==> config.mk <==
export PLATFORM = sky130hd
export DESIGN_NAME = glh_ctrl
export DESIGN_NICKNAME = d
export VERILOG_FILES = /design/src/design/glh_pkg.sv /design/src/design/glh_ctrl.sv
export SDC_FILE = /design/constraint.sdc
export NUM_CORES = 1
export LEC_CHECK = 0
export BUFFER_PORTS_ARGS = -buffer_cell sky130_fd_sc_hd__buf_2
export CORE_AREA = 2 2 39 41
export DETAILED_ROUTE_END_ITERATION = 8
export DIE_AREA = 0 0 41 43
export PLACE_DENSITY = 0.6
export SYNTH_ARGS = -nofsm -noshare
export SYNTH_HDL_FRONTEND = slang
export SYNTH_SLANG_ARGS = --single-unit
==> constraint.sdc <==
create_clock -name clk -period 1.5 [get_ports clk]
set_clock_uncertainty 0.1 [all_clocks]
set_input_delay 0.225 -clock clk [delete_from_list [all_inputs] [get_ports clk]]
set_output_delay 0.225 -clock clk [all_outputs]
set_load 0.01 [all_outputs]
==> src/design/glh_pkg.sv <==
`timescale 1ns / 1ps
// Shared types and constants for the gray-level histogram unit.
// No dependencies; every other file of the block but glh_ram uses this package.
package glh_pkg;

	localparam int LEVELS_DEF     = 256;
	localparam int COUNT_BITS_DEF = 24;

	localparam int KIND_W   = 2;
	localparam int LEVEL_W  = 8;
	localparam int COUNT_W  = 24;
	localparam int HEIGHT_W = 9;

	// Quotient is at most LEVELS <= 256, so nine quotient bits cover it.
	localparam int DIV_STEPS = HEIGHT_W;

	localparam logic [KIND_W-1:0] KIND_CLEAR = 2'd0;
	localparam logic [KIND_W-1:0] KIND_PIXEL = 2'd1;
	localparam logic [KIND_W-1:0] KIND_READ  = 2'd2;

	typedef struct packed {
		logic capture;  // latch address, range flag and bin index
		logic sel_pix;  // address comes from the pixel value
		logic rd_en;    // read the bin memory
		logic clear;    // drop all bins and the peak
		logic upd;      // write back the incremented count
		logic mul;      // scale the count by LEVELS, load the divider
		logic div_step; // one shift-subtract step
		logic load_out; // move the result into the output register
	} glh_cmd_t;

	typedef struct packed {
		logic out_free; // output register can take a result this cycle
	} glh_sts_t;

endpackage

==> src/design/glh_ctrl.sv <==
`timescale 1ns / 1ps
// Sequencer of the histogram unit: accepts beats, steps the datapath.
// Depends on glh_pkg for kind codes and the command/status structs.
module glh_ctrl (
	input  logic                       clk,
	input  logic                       arst_n,
	input  logic                       item_valid,
	output logic                       item_stall,
	input  logic [glh_pkg::KIND_W-1:0] kind,
	output glh_pkg::glh_cmd_t          cmd,
	input  glh_pkg::glh_sts_t          sts
);

	import glh_pkg::*;

	localparam logic [2:0] ST_IDLE = 3'd0;
	localparam logic [2:0] ST_UPD  = 3'd1;
	localparam logic [2:0] ST_MUL  = 3'd2;
	localparam logic [2:0] ST_DIV  = 3'd3;
	localparam logic [2:0] ST_OUT  = 3'd4;

	localparam int STEP_W = $clog2(DIV_STEPS);
	localparam logic [STEP_W-1:0] LAST_STEP = STEP_W'(DIV_STEPS - 1);

	logic [2:0]        state_q, state_d;
	logic [STEP_W-1:0] step_q, step_d;
	logic              accept;

	assign item_stall = (state_q != ST_IDLE);
	assign accept     = item_valid && !item_stall;

	always_comb begin
		cmd     = '0;
		state_d = state_q;
		step_d  = step_q;
		unique case (state_q)
			ST_IDLE: begin
				if (accept) begin
					unique case (kind)
						KIND_CLEAR: begin
							cmd.clear = 1'b1;
						end
						KIND_PIXEL: begin
							cmd.capture = 1'b1;
							cmd.sel_pix = 1'b1;
							cmd.rd_en   = 1'b1;
							state_d     = ST_UPD;
						end
						KIND_READ: begin
							cmd.capture = 1'b1;
							cmd.rd_en   = 1'b1;
							state_d     = ST_MUL;
						end
						default: begin
							// unused kind: drop the beat
						end
					endcase
				end
			end
			ST_UPD: begin
				cmd.upd = 1'b1;
				state_d = ST_IDLE;
			end
			ST_MUL: begin
				cmd.mul = 1'b1;
				step_d  = '0;
				state_d = ST_DIV;
			end
			ST_DIV: begin
				cmd.div_step = 1'b1;
				step_d       = step_q + 1'b1;
				if (step_q == LAST_STEP) begin
					state_d = ST_OUT;
				end
			end
			ST_OUT: begin
				// hold until the output register frees up
				if (sts.out_free) begin
					cmd.load_out = 1'b1;
					state_d      = ST_IDLE;
				end
			end
			default: begin
				state_d = ST_IDLE;
			end
		endcase
	end

	always_ff @(posedge clk or negedge arst_n) begin
		if (!arst_n) begin
			state_q <= ST_IDLE;
			step_q  <= '0;
		end else begin
			state_q <= state_d;
			step_q  <= step_d;
		end
	end

endmodule

==> impl_metrics.json <==
{
  "run_status": "finished, violations left",
  "failing_checks": "setup timing",
  "maxSlewViolCount": 0,
  "cts_root_buf": "sky130_fd_sc_hd__clkbuf_4",
  "synth_top_family_by_area": "simple AND/OR/NAND/NOR gates",
  "setup_violations": 6,
  "mapped_cell_area_sq_um": 474,
  "synth_adder_area_share": 0.132,
  "cp_data_required_time_ns": 1.17,
  "min-delay-path-class": "primary input to flop",
  "seq_area_frac_synth": 0.369,
  "rsz0062_at_grt": "yes",
  "grt.total_usage": 0.146,
  "die_width_um": 41,
  "synth.lib_cells_used.distinct": 23,
  "crit_path_max_fanout": 4,
  "layout_setup_ws_ns": -0.0785,
  "globalRouteMet2Util": 0.209,
  "antenna_found_initial": 0,
  "initial_utilization": 0.343,
  "vdd_ir_drop_max_uv": 710,
  "finalHoldViolations": 0,
  "drt_drc_violations_left": 0,
  "yosys_warnings": 0,
  "worst_path_max_delay_cell": "sky130_fd_sc_hd__dfrtp_2",
  "async_flop_share": 1.00,
  "slew_headroom": 0.866,
  "globalRoute.totalOverflow": 0,
  "num_io_pins": 15,
  "synth-compound-area-share": 0.124,
  "max-cap-violations": 0,
  "die_area_sq_um": 1760,
  "row_count": 14,
  "die_h_um": 43,
  "synth-simple-area-share": 0.293,
  "dp_hpwl_um": 725,
  "antenna_cells_inserted": 0,
  "gr-usage-met1": 0.147,
  "drt_first_pass_iters": 3,
  "synth_edf_count": 0,
  "finish.utilization": 0.498,
  "setup.worst_path.end_class": "primary output",
  "period_minus_slack_ns": 1.58,
  "min_period_over_period": 1.05,
  "cts_buffer_depth": 2,
  "detailedRoute.firstIterationViolations": 11,
  "grt_max_degree": 10,
  "area_growth_pct": 45.4,
  "total_number_of_nets_in_the_final_design": 89,
  "gp_routability_congestion": 0.639,
  "totalPowerFinal_mw": 1.23,
  "core_region_area_sq_um": 1380,
  "timing.critical_path.cells": "nor3_4 -> and3_4 -> buf_2",
  "worst-path-buf-inv": 1,
  "postSynthNetCount": 65,
  "dpl_worst_slack_ns": 0.0728,
  "dominantRegCellSynth": "sky130_fd_sc_hd__dfrtp_1",
  "synthesis.area_per_instance_sq_um": 8.78,
  "io_buffers": 14,
  "critical_path_arrival_ns": 1.25,
  "grt_most_used_layer": "met2",
  "totalWireLength_um": 1040,
  "critPathMaxStageDelay_ns": 0.44,
  "power_density_nw_per_um2": 1790,
  "number_of_storage_elements_in_the_synthesis_netlist": 7,
  "use_met3": 0.0471,
  "mapped_cells": 54,
  "clock_insertion_delay_worst_skew_ns": 0.25,
  "final_antenna_net_count": 0,
  "post_synth_xor_area_fraction": 0,
  "tritoncts_clock_tree": "yes",
  "timing.setup.critical_path_class": "flop to primary output",
  "max_clock_freq_mhz": 634,
  "number_of_buffers_inserted_during_clock_tree_synthesis": 3,
  "cts-htree-levels": 1,
  "final_layout_size_suffix_gt1_frac": 0.455,
  "p_leak_nw": 0.357,
  "numClockSinks": 7,
  "critical-path-top-delay-family": "simple AND/OR/NAND/NOR gates",
  "critPathLaunchType": "flop",
  "grt_first_pass_wirelength_um": 1550,
  "worst_setup_hold_path_clk_slew_ns": 0.05,
  "viasPerCell": 4.81,
  "worst-slew-pin-transition_ns": 0.200,
  "reg2reg_setup_slack_ns": 0.01,
  "dr_total_vias": 447,
  "first_global_vias": 374,
  "wl_per_cell_um": 11.2,
  "synth_mux_area_frac": 0
}
## sequential cells by signal, summed over array words and instances, names as in the netlist
register,cells
step_q,4
state_q,3
## Yosys cell counts, types with 2 or more instances
library cell | count | share of area
sky130_fd_sc_hd__dfrtp_1 | 7 | 0.37
sky130_fd_sc_hd__o31ai_1 | 2 | 0.032
sky130_fd_sc_hd__nor3b_1 | 2 | 0.032
sky130_fd_sc_hd__ha_1 | 5 | 0.13
sky130_fd_sc_hd__nand3_1 | 3 | 0.032
sky130_fd_sc_hd__nand2_1 | 5 | 0.040
sky130_fd_sc_hd__nor2_1 | 4 | 0.032
sky130_fd_sc_hd__inv_1 | 6 | 0.047
sky130_fd_sc_hd__nand2b_1 | 2 | 0.026
sky130_fd_sc_hd__and3_1 | 4 | 0.053
sky130_fd_sc_hd__o21ai_1 | 2 | 0.021
## cells in the final DEF (no fill, tap or decap), types with 2 or more instances in the layout
cell,n
sky130_fd_sc_hd__buf_2,13
sky130_fd_sc_hd__inv_1,6
sky130_fd_sc_hd__buf_4,6
sky130_fd_sc_hd__nand2_1,5
sky130_fd_sc_hd__ha_1,5
sky130_fd_sc_hd__dfrtp_1,4
sky130_fd_sc_hd__and3_1,3
sky130_fd_sc_hd__nor2_1,3
sky130_fd_sc_hd__nand3_1,3
sky130_fd_sc_hd__clkbuf_4,3
sky130_fd_sc_hd__dfrtp_2,3
sky130_fd_sc_hd__nor3b_2,2
sky130_fd_sc_hd__o31ai_1,2
sky130_fd_sc_hd__nand2b_1,2
sky130_fd_sc_hd__buf_6,2
## cell type report
| type | count | area, sq um |
|---|---|---|
| Sequential cell | 7 | 179 |
| Tap cell | 16 | 20.0 |
| Inverter | 6 | 22.5 |
| Clock buffer | 4 | 26.3 |
| Timing Repair Buffer | 22 | 143 |
| Multi-Input combinational cell | 38 | 299 |
| Fill cell | 129 | 694 |
## path summary, 6_finish.rpt
| check | from | end | depth (start not counted) |
|---|---|---|---|
| min in group asynchronous | arst_n | step_q[1] | 2 |
| worst max-delay path | state_q[1] | cmd[5] | 3 |
| worst max register to register | state_q[1] | step_q[3] | 5 |
| worst min register to register | step_q[3] | step_q[3] | 2 |
| max in group asynchronous | arst_n | state_q[1] | 2 |
| worst min-delay path | sts | state_q[2] | 2 |
## what timing repair did
| item | in CTS | in global routing |
|---|---|---|
| hold buffers | 1 | 0 |
| endpoints found under the hold margin | 7 | 0 |
| gates cloned | 0 | 0 |
| pin swaps | 4 | 1 |
| endpoints found under the setup margin | 9 | 13 |
| setup buffers | 5 | 0 |
| resized for setup | 10 | 3 |
## layer usage
metal	vias up	share of wire
li1	229	-
met1	207	0.43
met2	9	0.51
met3	2	0.036
met4	0	0.026
met5	-	0
## cell families after synthesis
group / count (synthesis)
AND/OR/NAND/NOR: 24
AO/OA/AOI/OAI: 9
buffers and inverters: 9
flip-flops: 7
adder cells (fa/ha/maj): 5
## where the power goes
group	leakage [nW]	internal, mW	switching (mW)
clock network	0.0150	0.101	0.0692
logic	0.254	0.361	0.307
registers	0.0877	0.273	0.123
total	0.357	0.735	0.499
## per-stage QoR
step                cell area (sq um)  hold slack, ns  setup TNS (ns)  instances
global route                      689          0.0320          -0.751         93
CTS                               676          0.0447          -0.221         93
finish                            689          0.0508          -0.261         93
floorplan                         479          -0.171               0         54
detailed placement                568         -0.0270               0         83
global placement                  568         -0.0310               0         83
Note: power is estimated with default switching activity, not from simulation.
